[src/hw/rtl/mhs_pkg.sv]
package mhs_pkg;

    localparam int SAMPLE_BITS = 32;
    localparam int FRAC_BITS   = 16;
    localparam int WEIGHT_BITS = FRAC_BITS + 1;
    localparam int PROD_BITS   = SAMPLE_BITS + WEIGHT_BITS + 1;
    localparam int SUM_BITS    = PROD_BITS + 2;
    localparam int FIFO_DEPTH  = 8;
    localparam int PTR_BITS    = $clog2(FIFO_DEPTH);
    localparam int CNT_BITS    = PTR_BITS + 1;

    localparam logic [2:0] CODE_NONE     = 3'd0;
    localparam logic [2:0] CODE_PREV     = 3'd1;
    localparam logic [2:0] CODE_CUR      = 3'd2;
    localparam logic [2:0] CODE_PREV_CUR = 3'd3;
    localparam logic [2:0] CODE_NEXT     = 3'd4;
    localparam logic [2:0] CODE_OUTER    = 3'd5;
    localparam logic [2:0] CODE_CUR_NEXT = 3'd6;
    localparam logic [2:0] CODE_ALL      = 3'd7;

    localparam logic [WEIGHT_BITS-1:0] W_ONE     = WEIGHT_BITS'(65536);
    localparam logic [WEIGHT_BITS-1:0] W_HALF    = WEIGHT_BITS'(32768);
    localparam logic [WEIGHT_BITS-1:0] W_QUARTER = WEIGHT_BITS'(16384);
    localparam logic [WEIGHT_BITS-1:0] W_THIRD   = WEIGHT_BITS'(21845);
    localparam logic [WEIGHT_BITS-1:0] W_2THIRDS = WEIGHT_BITS'(43691);
    localparam logic [WEIGHT_BITS-1:0] W_ZERO    = '0;

    typedef logic signed [SAMPLE_BITS-1:0] sample_t;

    typedef struct packed {
        logic [WEIGHT_BITS-1:0] w_prev;
        logic [WEIGHT_BITS-1:0] w_cur;
        logic [WEIGHT_BITS-1:0] w_next;
    } weights_t;

    typedef struct packed {
        logic       vld;
        logic [2:0] code;
        sample_t    prev;
        sample_t    cur;
        sample_t    next;
        logic       valid0;
        logic       last0;
        logic       has1;
        sample_t    value1;
        logic       valid1;
    } job_t;

    typedef struct packed {
        sample_t value;
        logic    valid;
        logic    last;
    } result_t;

    function automatic weights_t tap_weights(input logic [2:0] code);
        weights_t w;
        w = '{W_ZERO, W_ZERO, W_ZERO};
        case (code)
            CODE_PREV:     w = '{W_ONE, W_ZERO, W_ZERO};
            CODE_CUR:      w = '{W_ZERO, W_ONE, W_ZERO};
            CODE_PREV_CUR: w = '{W_THIRD, W_2THIRDS, W_ZERO};
            CODE_NEXT:     w = '{W_ZERO, W_ZERO, W_ONE};
            CODE_OUTER:    w = '{W_HALF, W_ZERO, W_HALF};
            CODE_CUR_NEXT: w = '{W_ZERO, W_2THIRDS, W_THIRD};
            CODE_ALL:      w = '{W_QUARTER, W_HALF, W_QUARTER};
            default:       w = '{W_ZERO, W_ZERO, W_ZERO};
        endcase
        return w;
    endfunction

endpackage

[src/hw/rtl/mhs_weigher.sv]
module mhs_weigher (
    input  logic             aclk,
    input  logic             aresetn,
    input  mhs_pkg::job_t    job,
    output logic             busy,
    output logic             push0,
    output mhs_pkg::result_t res0,
    output logic             push1,
    output mhs_pkg::result_t res1
);

    localparam logic signed [mhs_pkg::SUM_BITS-1:0] ROUND_HALF =
        mhs_pkg::SUM_BITS'(1) <<< (mhs_pkg::FRAC_BITS - 1);

    mhs_pkg::weights_t w;
    logic signed [mhs_pkg::PROD_BITS-1:0] p_prev_reg, p_cur_reg, p_next_reg;
    logic          vld_reg;
    logic          valid0_reg, last0_reg, has1_reg, valid1_reg;
    mhs_pkg::sample_t value1_reg;
    logic signed [mhs_pkg::SUM_BITS-1:0] sum;
    logic signed [mhs_pkg::SUM_BITS-1:0] rounded;

    assign w = mhs_pkg::tap_weights(job.code);

    always_ff @(posedge aclk) begin
        if (!aresetn) begin
            vld_reg <= 1'b0;
        end else begin
            vld_reg <= job.vld;
        end
    end

    always_ff @(posedge aclk) begin
        p_prev_reg <= job.prev * $signed({1'b0, w.w_prev});
        p_cur_reg  <= job.cur  * $signed({1'b0, w.w_cur});
        p_next_reg <= job.next * $signed({1'b0, w.w_next});
        valid0_reg <= job.valid0;
        last0_reg  <= job.last0;
        has1_reg   <= job.has1;
        value1_reg <= job.value1;
        valid1_reg <= job.valid1;
    end

    assign sum = mhs_pkg::SUM_BITS'(p_prev_reg) + mhs_pkg::SUM_BITS'(p_cur_reg)
               + mhs_pkg::SUM_BITS'(p_next_reg) + ROUND_HALF;
    assign rounded = sum >>> mhs_pkg::FRAC_BITS;

    assign busy  = vld_reg;
    assign push0 = vld_reg;
    assign push1 = vld_reg & has1_reg;
    assign res0  = '{rounded[mhs_pkg::SAMPLE_BITS-1:0], valid0_reg, last0_reg};
    assign res1  = '{value1_reg, valid1_reg, 1'b1};

endmodule

[src/hw/rtl/mhs_out_fifo.sv]
module mhs_out_fifo (
    input  logic                            aclk,
    input  logic                            aresetn,
    input  logic                            push0,
    input  mhs_pkg::result_t                res0,
    input  logic                            push1,
    input  mhs_pkg::result_t                res1,
    input  logic                            pop,
    output mhs_pkg::result_t                head,
    output logic                            not_empty,
    output logic [mhs_pkg::CNT_BITS-1:0]    count
);

    mhs_pkg::result_t mem [mhs_pkg::FIFO_DEPTH];
    logic [mhs_pkg::PTR_BITS-1:0] wr_ptr_reg, wr_ptr_next, rd_ptr_reg, rd_ptr_next;
    logic [mhs_pkg::PTR_BITS-1:0] wr_ptr1;
    logic [mhs_pkg::CNT_BITS-1:0] count_reg, count_next;

    assign wr_ptr1     = wr_ptr_reg + mhs_pkg::PTR_BITS'(push0);
    assign wr_ptr_next = wr_ptr1 + mhs_pkg::PTR_BITS'(push1);
    assign rd_ptr_next = rd_ptr_reg + mhs_pkg::PTR_BITS'(pop);
    assign count_next  = count_reg + mhs_pkg::CNT_BITS'(push0) + mhs_pkg::CNT_BITS'(push1)
                       - mhs_pkg::CNT_BITS'(pop);

    always_ff @(posedge aclk) begin
        if (!aresetn) begin
            wr_ptr_reg <= '0;
            rd_ptr_reg <= '0;
            count_reg  <= '0;
        end else begin
            wr_ptr_reg <= wr_ptr_next;
            rd_ptr_reg <= rd_ptr_next;
            count_reg  <= count_next;
        end
    end

    always_ff @(posedge aclk) begin
        if (push0) begin
            mem[wr_ptr_reg] <= res0;
        end
        if (push1) begin
            mem[wr_ptr1] <= res1;
        end
    end

    assign head      = mem[rd_ptr_reg];
    assign not_empty = (count_reg != '0);
    assign count     = count_reg;

endmodule

[src/hw/rtl/masked_hanning_smoother.sv]
// Results caused by an item pass through the job register, the weigher's product registers
// and the result queue before they show on m_*. The first sample of a spectrum is held
// until its successor arrives; the last flushes two, or one if it is also the first.
// Throughput: one input transfer per cycle, one output transfer per cycle; input stalls
// only when the 8-entry result queue could not absorb the items in flight.
// Reset (aresetn low, synchronous): clears sample history, selects strict mode, empties queue.
module masked_hanning_smoother (
    input  logic        aclk,
    input  logic        aresetn,
    input  logic        cfg_we,
    input  logic        cfg_wdata,     // relaxed_mode
    input  logic        s_tvalid,
    output logic        s_tready,
    input  logic [31:0] s_tdata,       // [31:0] sample_value
    input  logic        s_tuser,       // sample_valid
    input  logic        s_tlast,       // spectrum_end
    output logic        m_tvalid,
    input  logic        m_tready,
    output logic [31:0] m_tdata,       // [31:0] smoothed_value
    output logic        m_tuser,       // smoothed_valid
    output logic        m_tlast        // result_last
);

    localparam logic [1:0] HELD_NONE = 2'd0;
    localparam logic [1:0] HELD_ONE  = 2'd1;
    localparam logic [1:0] HELD_TWO  = 2'd2;

    logic             relaxed_reg;
    mhs_pkg::sample_t older_sample_reg, held_sample_reg;
    logic             older_valid_reg, held_valid_reg;
    logic [1:0]       items_held_reg;
    mhs_pkg::job_t    job_reg, job_next;

    mhs_pkg::sample_t v;
    logic             ok, last_in, accept, use_w;
    logic [2:0]       mask;

    logic             busy, push0, push1, pop, not_empty;
    mhs_pkg::result_t res0, res1, head;
    logic [mhs_pkg::CNT_BITS-1:0] count;
    logic [mhs_pkg::CNT_BITS:0]   reserved;

    assign v       = s_tdata;
    assign ok      = s_tuser;
    assign last_in = s_tlast;
    assign accept  = s_tvalid & s_tready;

    assign reserved = (mhs_pkg::CNT_BITS + 1)'(count)
                    + (mhs_pkg::CNT_BITS + 1)'({job_reg.vld, 1'b0})
                    + (mhs_pkg::CNT_BITS + 1)'({busy, 1'b0});
    assign s_tready = (reserved <= (mhs_pkg::CNT_BITS + 1)'(mhs_pkg::FIFO_DEPTH - 2));

    assign mask  = {ok, held_valid_reg, older_valid_reg};
    assign use_w = relaxed_reg ? (mask == mhs_pkg::CODE_ALL) : (mask != mhs_pkg::CODE_NONE);

    always_comb begin
        job_next.vld    = accept;
        job_next.code   = mhs_pkg::CODE_CUR;
        job_next.prev   = older_sample_reg;
        job_next.cur    = held_sample_reg;
        job_next.next   = v;
        job_next.valid0 = held_valid_reg;
        job_next.last0  = 1'b0;
        job_next.has1   = last_in;
        job_next.value1 = v;
        job_next.valid1 = ok;
        case (items_held_reg)
            HELD_NONE: begin
                job_next.vld    = accept & last_in;
                job_next.cur    = v;
                job_next.valid0 = ok;
                job_next.last0  = 1'b1;
                job_next.has1   = 1'b0;
            end
            HELD_TWO: begin
                job_next.code = use_w ? mask : mhs_pkg::CODE_CUR;
            end
            default: begin
            end
        endcase
    end

    always_ff @(posedge aclk) begin
        if (!aresetn) begin
            relaxed_reg      <= 1'b0;
            older_sample_reg <= '0;
            older_valid_reg  <= 1'b0;
            held_sample_reg  <= '0;
            held_valid_reg   <= 1'b0;
            items_held_reg   <= HELD_NONE;
            job_reg.vld      <= 1'b0;
        end else begin
            if (cfg_we) begin
                relaxed_reg <= cfg_wdata;
            end
            job_reg.vld <= job_next.vld;
            if (accept) begin
                if (items_held_reg == HELD_NONE) begin
                    if (!last_in) begin
                        held_sample_reg <= v;
                        held_valid_reg  <= ok;
                        items_held_reg  <= HELD_ONE;
                    end
                end else if (last_in) begin
                    older_sample_reg <= '0;
                    older_valid_reg  <= 1'b0;
                    held_sample_reg  <= '0;
                    held_valid_reg   <= 1'b0;
                    items_held_reg   <= HELD_NONE;
                end else begin
                    older_sample_reg <= held_sample_reg;
                    older_valid_reg  <= held_valid_reg;
                    held_sample_reg  <= v;
                    held_valid_reg   <= ok;
                    items_held_reg   <= HELD_TWO;
                end
            end
        end
    end

    always_ff @(posedge aclk) begin
        job_reg.code   <= job_next.code;
        job_reg.prev   <= job_next.prev;
        job_reg.cur    <= job_next.cur;
        job_reg.next   <= job_next.next;
        job_reg.valid0 <= job_next.valid0;
        job_reg.last0  <= job_next.last0;
        job_reg.has1   <= job_next.has1;
        job_reg.value1 <= job_next.value1;
        job_reg.valid1 <= job_next.valid1;
    end

    mhs_weigher u_weigher (
        .aclk    (aclk),
        .aresetn (aresetn),
        .job     (job_reg),
        .busy    (busy),
        .push0   (push0),
        .res0    (res0),
        .push1   (push1),
        .res1    (res1)
    );

    assign pop = not_empty & m_tready;

    mhs_out_fifo u_out_fifo (
        .aclk      (aclk),
        .aresetn   (aresetn),
        .push0     (push0),
        .res0      (res0),
        .push1     (push1),
        .res1      (res1),
        .pop       (pop),
        .head      (head),
        .not_empty (not_empty),
        .count     (count)
    );

    assign m_tvalid = not_empty;
    assign m_tdata  = head.value;
    assign m_tuser  = head.valid;
    assign m_tlast  = head.last;

endmodule

[config.mk]
export PLATFORM = sky130hd
export DESIGN_NAME = masked_hanning_smoother
export DESIGN_NICKNAME = d
export VERILOG_FILES = /design/src/hw/rtl/mhs_pkg.sv /design/src/hw/rtl/mhs_weigher.sv /design/src/hw/rtl/mhs_out_fifo.sv /design/src/hw/rtl/masked_hanning_smoother.sv
export SDC_FILE = /design/constraint.sdc
export NUM_CORES = 2
export LEC_CHECK = 0
export BUFFER_PORTS_ARGS = -buffer_cell sky130_fd_sc_hd__buf_2
export CAP_MARGIN = 25
export CORE_MARGIN = 5
export CORE_UTILIZATION = 25
export CTS_BUF_LIST = sky130_fd_sc_hd__clkbuf_8
export DETAILED_ROUTE_END_ITERATION = 10
export GPL_TIMING_DRIVEN = 0
export PLACE_DENSITY = 0.46
export SETUP_SLACK_MARGIN = 0.05
export SYNTH_ARGS = -nofsm -noshare
export SYNTH_HDL_FRONTEND = slang
export SYNTH_SLANG_ARGS = --single-unit
[constraint.sdc]
create_clock -name aclk -period 8.4 [get_ports aclk]
set_input_delay 1.26 -clock aclk [delete_from_list [all_inputs] [get_ports aclk]]
set_output_delay 1.26 -clock aclk [all_outputs]
set_load 0.05 [all_outputs]
==> impl_metrics.tcl <==
set metrics [dict create \
    status "finished clean" \
    synth_cell_types 88 \
    syn_nets 7414 \
    worst_pin_slew_ns 1.096 \
    layout-drive-gt1-share_pct 8.105 \
    grt_pass1_wl_microns 291400 \
    vias_per_cell 4.523 \
    swShare_pct 36.33 \
    critical_path.cell_chain "clkbuf_2, and3b_1, clkdlybuf4s15_1, and2_1, ha_1, fa_1, fa_1, fa_1, fa_1, fa_1, ha_1, clkbuf_1, nand2_1, o21ai_0, or3_1, a21oi_1, or4_1, a21oi_1, o21ai_1, nand2_1, xor2_1" \
    portBuffers 74 \
    crit_fanout 10 \
    r2r_start "job_reg[133]" \
    path_buf_inv 3 \
    synth_area_per_cell_sq_um 10.80 \
    synth-edff-count 264 \
    crit_path_max_incr_delay_ns 0.86 \
    antenna_left 0 \
    root_buffer "clkbuf_8" \
    post_drt_wl_per_cell_microns 20.49 \
    start_util_pct 25.06 \
    max_freq_ghz 0.1253 \
    die_h_microns 508.6 \
    pwr-share-comb_pct 29.2 \
    power_leakage_nw 33.21 \
    fillers 26041 \
    ys_seq_area_share_pct 24.74 \
    cts_hold_buf 0 \
    reg2reg_depth 21 \
    wl_microns 192900 \
    crit_required_ns 9.08 \
    cts_tree "built" \
    dp_hpwl_microns 162200 \
    period_needed_ns 7.980 \
    largest_reg_flops 272 \
    finalWorstSetupSlack_ns 0.4200 \
    seqPwrFrac_pct 38.0 \
    hold_depth 0 \
    ys.flop_type "dfxtp_1" \
    yosysWarningCount 0 \
    h-tree-depth 3 \
    drtIter0Drc 2359 \
    cp_top_family "adder cells" \
    dieArea_sq_mm 0.2587 \
    grt_max_degree 27 \
    drc 0 \
    power_frac_clock_pct 32.8 \
    hp-start "job_reg[35]" \
    final_area_sq_mm 0.06969 \
    antenna_found_initial 32 \
    place_inst 9187 \
    setup_viol 0 \
    post-place-ws_ns -0.2883 \
    yosysTopAreaCell "fa_1" \
    syn2layout_area_growth_pct 12.12 \
    io_pins 76 \
    r2r_slack_ns 0.42 \
    arrival_ns 8.66 \
    coreArea_sq_mm 0.2480 \
    synth_top_area_share_pct 25.57 \
    post-route-period-util_pct 95.00 \
    mappedNetlistArea_sq_mm 0.06215 \
    timing.hold.worst_endpoint "u_weigher.valid0_reg" \
    rsz0062_at_grt "false" \
    criticalPathCategory "reg -> reg" \
    placed_area_sq_mm 0.06713 \
    synth-seq-cells 636 \
    cpMostUsedCell "fa_1" \
    worstReg2RegEnd "u_weigher.p_prev_reg[42]" \
    clk_latency_ns 0.83 \
    grt_pass1_vias 45863 \
    num_vias 42592 \
    fin_cells 9416 \
    p_sw_w 0.003418 \
    max-cap-violations 0 \
    slew-limit-headroom_pct 26.39 \
    critPathCaptureType "flop" \
    synth_cells 5757 \
    clk_pin_slew_ns 0.06 \
    rows 183 \
    clock_path_buffers 3 \
    place.gp.congestion 0.9037 \
    start_kind "flop" \
    die_w_microns 508.6 \
    cpMaxStageDelayCell "clkdlybuf4s15_1" \
    hold_path_class "reg -> reg" \
    hold_violations 0 \
    skew_ns 0.07822 \
    grt_use_total_pct 14.90 \
    final_nets 7632 \
    maxSlewViolCount 0 \
    peakVddDrop_mv 0.09434 \
    cts-buffers-inserted 113 \
    internal-power_w 0.005990 \
    cts_sinks 636 \
    first_pass_iters 6 \
    async_flop_share_pct 0 \
    powerDensity_mw_per_mm2 135.0 \
    grt-ovfl-total 0 \
    yosys-top-cells-area "fa_1, ha_1, edfxtp_1" \
]
-- cells by family (layout without fill, tap and decap cells) --
kind of cell	after synthesis	count (layout)	synth area share, %
compound gates	891	891	10.40
mux	146	146	3.855
other cells	0	16	0
flops	636	636	24.74
fa+ha+maj	1617	1617	42.14
buf+inv	1330	1643	8.050
simple gates	954	954	8.191
xor+xnor	183	183	2.627
-- timing repair --
| action | 4_1_cts | 5_1_grt |
|---|---|---|
| gates resized for setup | 13 | 21 |
| setup endpoints to repair | 13 | 20 |
| setup buffers | 0 | 0 |
-- Yosys cell counts (29+ instances only) --
| library cell | instances |
|---|---|
| dfxtp_1 | 372 |
| nand3_1 | 51 |
| nor3_1 | 30 |
| a21o_1 | 90 |
| mux2_2 | 67 |
| a22o_1 | 208 |
| nand4_1 | 29 |
| and2_1 | 210 |
| o21a_1 | 29 |
| edfxtp_1 | 264 |
| nand2_1 | 210 |
| a22oi_1 | 67 |
| mux4_2 | 68 |
| a21oi_1 | 170 |
| and3_1 | 101 |
| inv_1 | 1129 |
| fa_1 | 794 |
| o21ai_0 | 106 |
| nor2b_1 | 130 |
| ha_1 | 823 |
| xor2_1 | 52 |
| buf_1 | 36 |
| nor2_1 | 122 |
| clkbuf_1 | 161 |
| xnor2_1 | 127 |
| o31ai_1 | 31 |
-- layer usage --
metal	global-route usage (%)	share of wire, %	up-vias
li1	-	-	19654
met1	21.16	47	21479
met2	23.84	45	1138
met3	1.858	4.8	311
met4	4.174	3.0	10
met5	0	0.029	-
-- worst max path at each step --
stage,from,endpoint,depth (start not counted)
6_report,job_reg[133],u_weigher.p_prev_reg[42],21
5_1_grt,job_reg[133],u_weigher.p_prev_reg[42],21
4_1_cts,job_reg[133],u_weigher.p_next_reg[46],25
3_5_place_dp,job_reg[132],u_weigher.p_prev_reg[43],25
3_3_place_gp,job_reg[132],u_weigher.p_prev_reg[43],25
2_1_floorplan,job_reg[133],u_weigher.p_next_reg[46],25
-- per-stage QoR --
stage | hold WS (ns) | setup TNS, ns | power [W] | util (%)
floorplan | 0.3096 | 0 | 0.005372 | -
global placement | 0.3162 | -1.461 | 0.006309 | 26.89
detailed placement | 0.3197 | -1.292 | 0.006348 | 27.07
CTS | 0.3285 | 0 | 0.009490 | 28.06
global route | 0.3394 | 0 | 0.009930 | 28.09
finish | 0.3241 | 0 | 0.009407 | 28.10
-- power by group through the flow --
stage	clock [W]	combinational [W]	sequential, W
floorplan	0	0.00187	0.00350
global placement	0	0.00267	0.00363
detailed placement	0	0.00272	0.00363
CTS	0.00318	0.00274	0.00357
global route	0.00332	0.00302	0.00359
finish	0.00309	0.00275	0.00357
-- cell usage in the layout (no fill, tap or decap), types with 21 or more instances in the layout --
| cell | n |
|---|---|
| fa_1 | 794 |
| a22oi_1 | 67 |
| a21oi_1 | 170 |
| nand3_1 | 51 |
| clkbuf_8 | 132 |
| and2_1 | 210 |
| nor3_1 | 26 |
| o21ai_0 | 103 |
| mux2_2 | 67 |
| buf_2 | 79 |
| edfxtp_1 | 264 |
| and3_1 | 101 |
| clkbuf_1 | 143 |
| dfxtp_1 | 372 |
| nand2b_1 | 21 |
| o21a_1 | 29 |
| nand2_1 | 205 |
| xor2_1 | 52 |
| buf_1 | 36 |
| a21o_1 | 90 |
| nand4_1 | 29 |
| nor2_1 | 120 |
| xnor2_1 | 126 |
| a22o_1 | 208 |
| o21bai_1 | 27 |
| nor2b_1 | 130 |
| o31ai_1 | 31 |
| ha_1 | 823 |
| inv_1 | 1150 |
| mux4_2 | 68 |
-- area by class of cell --
cell class | instances | area, sq um | share of cell area [%]
clock inverter | 78 | 594.3 | 0.8529
timing repair buffer | 104 | 782.0 | 1.122
clock buffer | 132 | 1817 | 2.607
tap | 3330 | 4167 | 5.979
sequential | 636 | 15370 | 22.06
buffer | 200 | 788.3 | 1.131
multi-input combinational | 3791 | 41880 | 60.10
inverter | 1129 | 4242 | 6.087
antenna | 16 | 40.04 | 0.05746
Power figures use the tool's default switching activity.
